$ cat src/hw/rtl/ttt_pkg.sv
// Shared types, constants and codes for the target track table.
// No dependencies.
package ttt_pkg;
	localparam int TABLE_DEPTH = 16;
	localparam int MAX_RESULTS = 16;
	localparam logic [7:0] SEEN_MAX = 8'd255;

	typedef enum logic [2:0] {
		FN_OBSERVE = 3'd0, FN_FIND = 3'd1, FN_LIST = 3'd2, FN_MARK = 3'd3,
		FN_FORGET = 3'd4, FN_CLEAR = 3'd5, FN_RESET = 3'd6, FN_PICKUP = 3'd7
	} func_t;

	typedef enum logic [1:0] {
		CFG_RADIUS = 2'd0, CFG_EXPIRY = 2'd1, CFG_BATCH = 2'd2
	} cfg_idx_t;

	typedef struct packed {
		logic [2:0] func;
		logic [7:0] color;
		logic signed [15:0] pos_x;
		logic signed [15:0] pos_y;
		logic [7:0] quality;
		logic [31:0] now_ms;
		logic [15:0] target_id;
		logic [4:0] list_limit;
	} req_t;

	typedef struct packed {
		logic found;
		logic [15:0] entry_id;
		logic [7:0] entry_color;
		logic signed [15:0] entry_x;
		logic signed [15:0] entry_y;
		logic [7:0] entry_quality;
		logic [7:0] entry_seen;
		logic [7:0] batch_count;
		logic last;
	} rsp_t;

	typedef enum logic [3:0] {
		ST_IDLE, ST_EXPIRE, ST_SCAN1, ST_SCAN2, ST_APPLY, ST_SORT,
		ST_EMIT, ST_SIMPLE, ST_OUT
	} state_t;

	// Controller -> datapath commands
	typedef struct packed {
		logic load_req;
		logic clr_idx;
		logic inc_idx;
		logic expire_en;
		logic scan1_en;
		logic scan2_en;
		logic apply_en;
		logic sort_en;
		logic emit_en;
		logic simple_en;
	} cmd_t;

	// Datapath -> controller status
	typedef struct packed {
		logic idx_last;
		logic emit_done;
		logic skip_expire;
		logic dropped;
		logic need_scan;
		logic is_list;
	} sts_t;
endpackage

$ cat src/hw/rtl/ttt_ctrl.sv
// Controller state machine for the target track table.
// Depends on ttt_pkg.
module ttt_ctrl (
	input  logic clk,
	input  logic arst_n,
	input  logic in_fire,
	input  logic out_busy,
	input  ttt_pkg::sts_t sts,
	output ttt_pkg::cmd_t cmd,
	output logic in_ready
);
	ttt_pkg::state_t state_q, state_d;

	// Next state
	always_comb begin
		state_d = state_q;
		unique case (state_q)
			ttt_pkg::ST_IDLE: if (in_fire) state_d = ttt_pkg::ST_EXPIRE;
			ttt_pkg::ST_EXPIRE: begin
				if (sts.skip_expire || sts.idx_last)
					state_d = sts.need_scan ? ttt_pkg::ST_SCAN1 :
						(sts.is_list ? ttt_pkg::ST_SORT : ttt_pkg::ST_SIMPLE);
				if (sts.skip_expire && sts.is_list) state_d = ttt_pkg::ST_EMIT;
			end
			ttt_pkg::ST_SCAN1: if (sts.idx_last) state_d = ttt_pkg::ST_SCAN2;
			ttt_pkg::ST_SCAN2: if (sts.idx_last) state_d = ttt_pkg::ST_APPLY;
			ttt_pkg::ST_APPLY: state_d = ttt_pkg::ST_OUT;
			ttt_pkg::ST_SORT: if (sts.idx_last) state_d = ttt_pkg::ST_EMIT;
			// final list entry still has to leave before the next request
			ttt_pkg::ST_EMIT: if (!out_busy && sts.emit_done) state_d = ttt_pkg::ST_OUT;
			ttt_pkg::ST_SIMPLE: state_d = ttt_pkg::ST_OUT;
			ttt_pkg::ST_OUT: if (!out_busy) state_d = ttt_pkg::ST_IDLE;
			default: state_d = ttt_pkg::ST_IDLE;
		endcase
	end

	// Outputs
	always_comb begin
		cmd = '0;
		in_ready = 1'b0;
		unique case (state_q)
			ttt_pkg::ST_IDLE: begin
				in_ready = 1'b1;
				cmd.load_req = in_fire;
				cmd.clr_idx = 1'b1;
			end
			ttt_pkg::ST_EXPIRE: begin
				cmd.expire_en = !sts.skip_expire;
				cmd.inc_idx = 1'b1;
				if (sts.skip_expire || sts.idx_last) cmd.clr_idx = 1'b1;
			end
			ttt_pkg::ST_SCAN1: begin
				cmd.scan1_en = 1'b1;
				cmd.inc_idx = 1'b1;
				if (sts.idx_last) cmd.clr_idx = 1'b1;
			end
			ttt_pkg::ST_SCAN2: begin
				cmd.scan2_en = 1'b1;
				cmd.inc_idx = 1'b1;
				if (sts.idx_last) cmd.clr_idx = 1'b1;
			end
			ttt_pkg::ST_APPLY: cmd.apply_en = 1'b1;
			ttt_pkg::ST_SORT: begin
				cmd.sort_en = 1'b1;
				cmd.inc_idx = 1'b1;
				if (sts.idx_last) cmd.clr_idx = 1'b1;
			end
			ttt_pkg::ST_EMIT: cmd.emit_en = !out_busy;
			ttt_pkg::ST_SIMPLE: cmd.simple_en = 1'b1;
			default: ;
		endcase
	end

	always_ff @(posedge clk or negedge arst_n) begin
		if (!arst_n) state_q <= ttt_pkg::ST_IDLE;
		else state_q <= state_d;
	end
endmodule

$ cat config.mk
export PLATFORM = sky130hd
export DESIGN_NAME = ttt_ctrl
export DESIGN_NICKNAME = d
export VERILOG_FILES = /design/src/hw/rtl/ttt_pkg.sv /design/src/hw/rtl/ttt_ctrl.sv
export SDC_FILE = /design/constraint.sdc
export NUM_CORES = 1
export LEC_CHECK = 0
export BUFFER_PORTS_ARGS = -buffer_cell sky130_fd_sc_hd__clkbuf_2
export CAP_MARGIN = 40
export CORE_MARGIN = 2
export CORE_UTILIZATION = 35
export DETAILED_ROUTE_END_ITERATION = 12
export GPL_ROUTABILITY_DRIVEN = 0
export PLACE_DENSITY = 0.64
export SLEW_MARGIN = 10
export SYNTH_ARGS = -nofsm -noshare
export SYNTH_HDL_FRONTEND = slang
export SYNTH_SLANG_ARGS = --single-unit
$ cat constraint.sdc
create_clock -name clk -period 1.7 [get_ports clk]
set_input_delay 0.34 -clock clk [delete_from_list [all_inputs] [get_ports clk]]
set_output_delay 0.34 -clock clk [all_outputs]
set_load 0.02 [all_outputs]
# Word-level counts from Yosys, hierarchy flattened
# Index checks and enable logic that the tools add are counted.
[totals] wordCells=50 output_inout_bits=11 regBits=4 in_bits=10
[classes] n_mux=24 eq_ne=15 reduce_logical=10
[op_table] cell="$mux 4" count=8
[op_table] cell="$pmux 4 s8" count=1
[op_table] cell="$eq 4x3->1 const B" count=4
[op_table] cell="$mux 1" count=12
[op_table] cell="$ne 2x2->1 const B" count=6
[op_table] cell="$eq 4x2->1 const B" count=2
[op_table] cell="$reduce_and 7->1" count=1
[op_table] cell="$eq 4x1->1 const B" count=1
[op_table] cell="$eq 4x4->1 const B" count=1
[op_table] cell="$logic_not 4->1" count=1
[op_table] cell="$reduce_or 4->1" count=1
[op_table] cell="$mux 3" count=1
[op_table] cell="$ne 3x3->1 const B" count=1
[op_table] cell="$pmux 1 s3" count=1
[op_table] cell="$reduce_or 3->1" count=1
[op_table] cell="$logic_and 1x1->1" count=2
[op_table] cell="$logic_not 1->1" count=2
[op_table] cell="$mux 2" count=1
[op_table] cell="$reduce_or 2->1" count=1
[op_table] cell="$logic_or 1x1->1" count=1

# Logic depth before layout (Yosys ltp)
# Gate-level depths: netlist (run 1).
[logic_depth] word_depth=5 ltp_mapped=6 depth_no_buf=4

# Worst setup path before layout (run 1)
# OpenSTA, ideal clock, no wires.
[synth_path] path_type="reg2out" start="register state_q[3]" end="output cmd[9] in the netlist's numbering" t_arrival_ps=1661 path_slack_ps=-301 stages_incl_launch_ff=6 t_required_ps=1360 path_buffers=2 cell_sequence="dfrtp_1 -> buf_6 -> or2_1 -> buf_2 -> nor3_1 -> and2_1"
[synth_rtl] element="start, declared" line_no="ttt_ctrl.sv:12" rtl="ttt_pkg::state_t state_q, state_d;"
[synth_rtl] element="start signal, assigned" line_no="ttt_ctrl.sv:75" rtl="if (!arst_n) state_q <= ttt_pkg::ST_IDLE;"
[synth_rtl] element="start signal, assigned" line_no="ttt_ctrl.sv:76" rtl="else state_q <= state_d;"
[synth_rtl] element="end, declared" line_no="ttt_ctrl.sv:9" rtl="output ttt_pkg::cmd_t cmd,"

==> PnR_summary.wiki, run 1 <==
{| class="wikitable"
! Metric !! Value
|-
| Post-detailed-route count of antenna-violating nets || 0
|-
| Predominant post-synthesis flop cell || dfrtp_1
|-
| Width of the chip || 40.2 um
|-
| Total routed wirelength || around 1.3 mm
|-
| Num Clock Sinks || 4
|-
| GRT Overall Usage || 18.1%
|-
| Cells after synthesis || a little under 60
|-
| Average cell area after synthesis || roughly 7.8 um^2
|-
| Count of inserted antenna diode cells || 0
|-
| Reg2Reg Capture Point || state_q[1]
|-
| Clk Latency, worst-skew pair || 0.24 ns
|-
| Initial antenna violation count || 0
|-
| Crit path arrival time || around 1.3 ns
|-
| Share of the synthesized area in the top cell type || 21.8%
|-
| Critical R2R Launch || state_q[3]
|-
| Boundary Pins || 21
|-
| Ratio of final minimum period to clock period || about 97%
|-
| Max-slew violation total from the final report || 0
|-
| # DRC || 0
|-
| Die ar. || 1620 um^2
|-
| Synthesis-to-layout area growth || 49.6%
|-
| Starting DRC count in detailed routing || 13
|-
| Leading cell types by total area after synthesis || dfrtp_1 22%, nand2b_1 6.8%, nor2_1 6.5%, nor3_1 5.4%, a21oi_4 3.5%
|-
| Startpoint Class || flip-flop
|-
| Top register by number of flip-flops || state_q
|-
| Number of cells in the finished layout apart from fillers || 101
|-
| Worst slew margin relative to its limit || between 70% and 80%
|-
| GR Overflow Total || 0
|-
| Netlist cell types || 33
|-
| Worst-case clock buffer depth || 2
|-
| Ys async rst share || 100%
|-
| Most common cell in the netlist || nor2_1
|-
| Cell Rows || 13
|-
| Proportion of layout cells with a drive suffix above 1 || 51.2%
|-
| Worst Setup Slack post-DPL || 0.0631 ns
|-
| Total negative setup slack || 0 ns
|-
| Sequential cell area fraction in the yosys report || 21.8%
|-
| Flip-flop count of the largest register, all copies and words added || 4
|-
| Worst vdd rail ir drop || 0.00110 V
|-
| Power density over the cells || 1800 nW/um^2
|-
| Pin slew with the least headroom to its limit || 0.355 ns
|-
| Clock edge transition at the registers on the reported setup and hold paths || 0.04 ns
|-
| Max H-tree Level || 1
|-
| Root buffer cell || clkbuf_4
|-
| Number of clock buffers inserted by TritonCTS || 3
|-
| Crit end category || output pin
|-
| Number of global-route vias before repair || 409
|-
| Final worst clock skew || 0.00215 ns
|-
| Net Count, Synth || 69
|-
| Outcome || finished, final reports clean
|-
| Die span in y || 40.2 um
|-
| Biggest registers after layout || state_q: 4 flops
|-
| Maximum Capacitance Violations || 0
|-
| Hold crit path type || input port to asynchronous set/reset pin
|-
| Floorplan Core Area || 1270 um^2
|-
| First-pass GRT wire length || 1.84 mm
|-
| Met1 track demand over resource in global routing || 22.2%
|-
| Final HPWL DP || around 900 um
|-
| EDFF count, synth || 0
|-
| Total power after layout || 1.24 mW
|-
| Synth Cell Area || 459 um^2
|-
| Final min period || 1.65 ns
|-
| Count of port buffers added during placement || 19
|-
| Wire length per cell || approximately 13 um
|-
| Most Used Layer, Global Route || met2
|-
| Hold violation total from the final report || 0
|-
| Largest net degree at the start of global routing || 11
|-
| Detailed-routing iteration count for the pre-antenna-repair pass || 4
|-
| Routed vias || 557
|-
| Setup WS post-layout || 0.0482 ns
|-
| Starting density of the core || 36.2%
|-
| CTS tree || done
|-
| Number of flip-flops and latches in the synthesized netlist || 4
|-
| Slack of the worst reg-to-reg path || 0.13 ns
|-
| Worst-path fanout max || 8
|-
| Largest area contributor in the synthesized netlist || dfrtp_1
|-
| Critical path data required time || between 1 and 1.5 ns
|-
| Met2 demand-to-capacity share in global routing || 28.2%
|-
| Placed cell count || 94
|-
| Final layout net count || 98
|-
| Static Leakage || 0.321 nW
|-
| Layout filler cell count || 130
|-
| FF-to-FF path depth || 5
|-
| Yosys warning total || 0
|-
| Met3 usage in global routing || 5.00%
|-
| Kind of critical path || flip-flop to output pin
|-
| Average via count per standard cell || between 5 and 6
|-
| Highest Clock Rate || 0.605 GHz
|-
| Commonest cells in the netlist || 8 x nor2_1, 5 x nand2b_1, 5 x nor3_1, 4 x dfrtp_1, 4 x nand2_1
|-
| Final setup violation count || 0
|}
-- cells by family after synthesis --
| group | synth area share [%] |
|---|---|
| AND/OR/NAND/NOR | 38.1 |
| AO/OA/AOI/OAI | 33.2 |
| buffers and inverters | 6.81 |
| flip-flops | 21.8 |
-- cells in the final DEF, fill, tap and decap left out, types with 2 or more instances in the layout --
master / instances
clkbuf_2: 16
dfrtp_2: 3
a21oi_2: 2
nor2_1: 8
o21a_1: 2
buf_6: 2
clkbuf_4: 3
nand2_1: 4
nand2b_1: 3
buf_4: 9
nor3_1: 4
o21ai_0: 3
nand3_1: 2
-- per-stage QoR --
| step | instance area, um^2 | hold WS (ns) | utilization (%) |
|---|---|---|---|
| after CTS | 651 | 0.432 | 51.3 |
| after detailed placement | 594 | 0.148 | 46.8 |
| after global routing | 687 | 0.438 | 54.1 |
| final | 687 | 0.434 | 54.1 |
| after floorplan | 470 | 0.0444 | - |
| after global placement | 594 | 0.145 | 46.8 |
-- area by class of cell --
type                    instances  area (um^2)  share of cell area, %
inverters                       1         3.75                  0.546
multi-input cells              50          358                   52.1
well taps                      15         18.8                   2.73
flip-flops and latches          4          104                   15.1
repair buffers                 28          180                   26.2
clock buffers                   3         22.5                   3.28
-- layer usage --
metal	vias to the layer above	share of wire (%)
met3	2	5.4
met2	21	47
met1	260	46
met5	-	0
li1	274	-
met4	0	0.61
-- worst max-delay path, cell delays in order, from the launching register on --
cell	delay (ns)
dfrtp_2	0.40
or2_4	0.28
nor3_4	0.13
and2_4	0.16
buf_6	0.10
-- worst max path at each step --
stage             end        from  cells after the start  slack (ns)
2_1_floorplan  cmd[9]  state_q[3]                      5       0.007
6_report       cmd[9]  state_q[3]                      4        0.05
3_5_place_dp   cmd[9]  state_q[3]                      4        0.06
4_1_cts        cmd[8]  state_q[1]                      5      -0.008
3_3_place_gp   cmd[9]  state_q[3]                      4        0.07
5_1_grt        cmd[9]  state_q[2]                      4       -0.02
-- where the power goes --
part,switching [mW],leakage [nW],internal [mW]
sequential,0.0367,0.0477,0.138
clock,0.0423,0.0138,0.0792
combinational,0.512,0.259,0.428
-- timing repair --
item | in CTS | in global routing
setup endpoints to repair | 8 | 7
buffers inserted | 2 | 1
hold buffers | 1 | 0
gates resized for setup | 4 | 13
pin swaps | 1 | 0
endpoints found under the hold margin | 4 | 0
Note: power is estimated with default switching activity, not from simulation.
==> inputs of run 2 (changes only) <==
==> constraint.sdc (replaced) <==
create_clock -name clk -period 1.7 [get_ports clk]
set_input_delay 0.34 -clock clk [delete_from_list [all_inputs] [get_ports clk]]
set_output_delay 0.34 -clock clk [all_outputs]
set_load 0.05 [all_outputs]
==> PnR_summary.wiki, run 2 (synthesis gave the netlist of run 1 again) <==
{| class="wikitable"
! Metric !! Value
|-
| Crit end category || output pin
|-
| Maximum Capacitance Violations || 0
|-
| Num Clock Sinks || 4
|-
| Kind of critical path || flip-flop to output pin
|-
| Cell Rows || 13
|-
| Critical path data required time || between 1 and 1.5 ns
|-
| Critical path destination || cmd[9]
|-
| Worst slew margin relative to its limit || 73.5%
|-
| Most used cells in the layout excluding fill and tap cells || 8 x clkbuf_2, 6 x buf_6, 5 x clkbuf_4, 5 x buf_4
|-
| Layout filler cell count || 107
|-
| Crit path arrival time || 1.35 ns
|-
| Count of port buffers added during placement || 19
|-
| # DRC || 0
|-
| Flip-flop count of the largest register, all copies and words added || 4
|-
| Biggest registers after layout || state_q: 4 flops
|-
| Worst-case clock buffer depth || 2
|-
| Average via count per standard cell || 5.64
|-
| Number of cells in the finished layout apart from fillers || 102
|-
| Highest Clock Rate || 0.591 GHz
|-
| Proportion of layout cells with a drive suffix above 1 || 59.8%
|-
| FF-to-FF path depth || 5
|-
| Top register by number of flip-flops || state_q
|-
| Largest net degree at the start of global routing || 13
|-
| Post-CTS setup-driven buffer insertion count || 0
|-
| Startpoint Class || flip-flop
|-
| Final worst hold slack || 0.451 ns
|-
| Unrepaired setup endpoints after global routing || yes
|-
| Max H-tree Level || 1
|-
| Final layout net count || 98
|-
| Slack of the worst reg-to-reg path || 0.12 ns
|-
| Power density over the cells || a little over 2000 nW/um^2
|-
| Clk Latency, worst-skew pair || ~0.24 ns
|-
| Critical R2R Launch || state_q[3]
|-
| Most common cell after layout, fill and taps aside || clkbuf_2
|-
| First-pass GRT wire length || 2.03 mm
|-
| Floorplan Core Area || about 1300 um^2
|-
| Die span in y || around 40 um
|-
| Setup crit start || state_q[3]
|-
| Width of the chip || 40.2 um
|-
| Worst Setup Slack post-DPL || 0.110 ns
|-
| Number of clock buffers inserted by TritonCTS || 3
|-
| Routed vias || 575
|-
| Starting DRC count in detailed routing || 19
|-
| Starting density of the core || between 30% and 40%
|-
| GR Overflow Total || 0
|-
| Final HPWL DP || 978 um
|-
| Outcome || finished, final reports clean
|-
| GRT Overall Usage || 20.0%
|-
| Total routed wirelength || 1.41 mm
|-
| Boundary Pins || 21
|-
| Worst-path fanout max || 4
|-
| Worst vdd rail ir drop || 0.00116 V
|-
| Final setup violation count || 0
|-
| Initial antenna violation count || 0
|-
| Final worst clock skew || between 0.004 and 0.005 ns
|-
| Clock edge transition at the registers on the reported setup and hold paths || 0.04 ns
|-
| Placed cell count || 97
|-
| Setup WS post-layout || 0.00869 ns
|-
| Pin slew with the least headroom to its limit || 0.396 ns
|-
| Die ar. || roughly 1600 um^2
|-
| Count of inserted antenna diode cells || 0
|-
| Number of global-route vias before repair || 455
|-
| Max-slew violation total from the final report || 0
|-
| Static Leakage || ~0.36 nW
|-
| Ratio of final minimum period to clock period || 99.5%
|-
| Synthesis-to-layout area growth || 82.3%
|-
| Wire length per cell || 13.8 um
|-
| CTS tree || done
|-
| Hold crit path type || input port to asynchronous set/reset pin
|-
| Root buffer cell || clkbuf_4
|-
| Detailed-routing iteration count for the pre-antenna-repair pass || 4
|-
| Total power after layout || 1.71 mW
|-
| Hold violation total from the final report || 0
|-
| Reg2Reg Capture Point || state_q[1]
|-
| Final min period || 1.69 ns
|-
| Post-detailed-route count of antenna-violating nets || 0
|}
[run 2: worst max-delay path: stages, from the launching register on]
cell and delay (ns):
dfrtp_1 0.40, or2_4 0.27, nor3_4 0.12, and2_4 0.17, clkbuf_16 0.15
[run 2: worst min-delay path by stage]
stage	start	slack, ns	cells past startpoint	endpoint
detailed placement	arst_n	0.15	1	state_q[3]
global placement	arst_n	0.15	1	state_q[3]
floorplan	arst_n	0.04	0	state_q[0]
global route	arst_n	0.45	2	state_q[3]
finish	arst_n	0.45	2	state_q[3]
CTS	arst_n	0.45	2	state_q[3]
[run 2: power by group]
group / switching [mW] / internal, mW / total, mW
combinational: 0.798 / 0.593 / 1.39
clock: 0.0384 / 0.0880 / 0.126
sequential: 0.0510 / 0.139 / 0.190
total: 0.888 / 0.820 / 1.71
[run 2: layout make-up]
type	instances	area [um^2]	area share, %
Tap cell	15	18.8	2.24
Sequential cell	4	104	12.4
Timing Repair Buffer	28	269	32.1
Clock buffer	4	26.3	3.14
Inverter	1	3.75	0.448
Multi-Input combinational cell	50	415	49.6
[run 2: repair_timing]
item / in CTS / in global routing
setup endpoints to repair: 9 / 11
gates resized for setup: 20 / 25
pin swaps: 0 / 3
hold endpoints to repair: 4 / 0
hold buffers: 1 / 0
[run 2: through the flow]
stage,TNS [ns],util [%],area [um^2]
2_1_floorplan,-0.741,-,517
3_3_place_gp,0,51.8,657
3_5_place_dp,0,51.8,657
4_1_cts,-0.137,61.2,777
5_1_grt,-0.154,66.0,837
6_report,0,66.0,837
[run 2: routing by layer]
layer  share of wire [%]  GRT usage, %  vias up  wire (um)
met5                   0             0        -          0
met4                 4.1          18.3        0         58
met3                 3.7          1.67        6         52
met2                  50          29.8       21        711
met1                  42          25.1      274        589
li1                    -             -      274          -
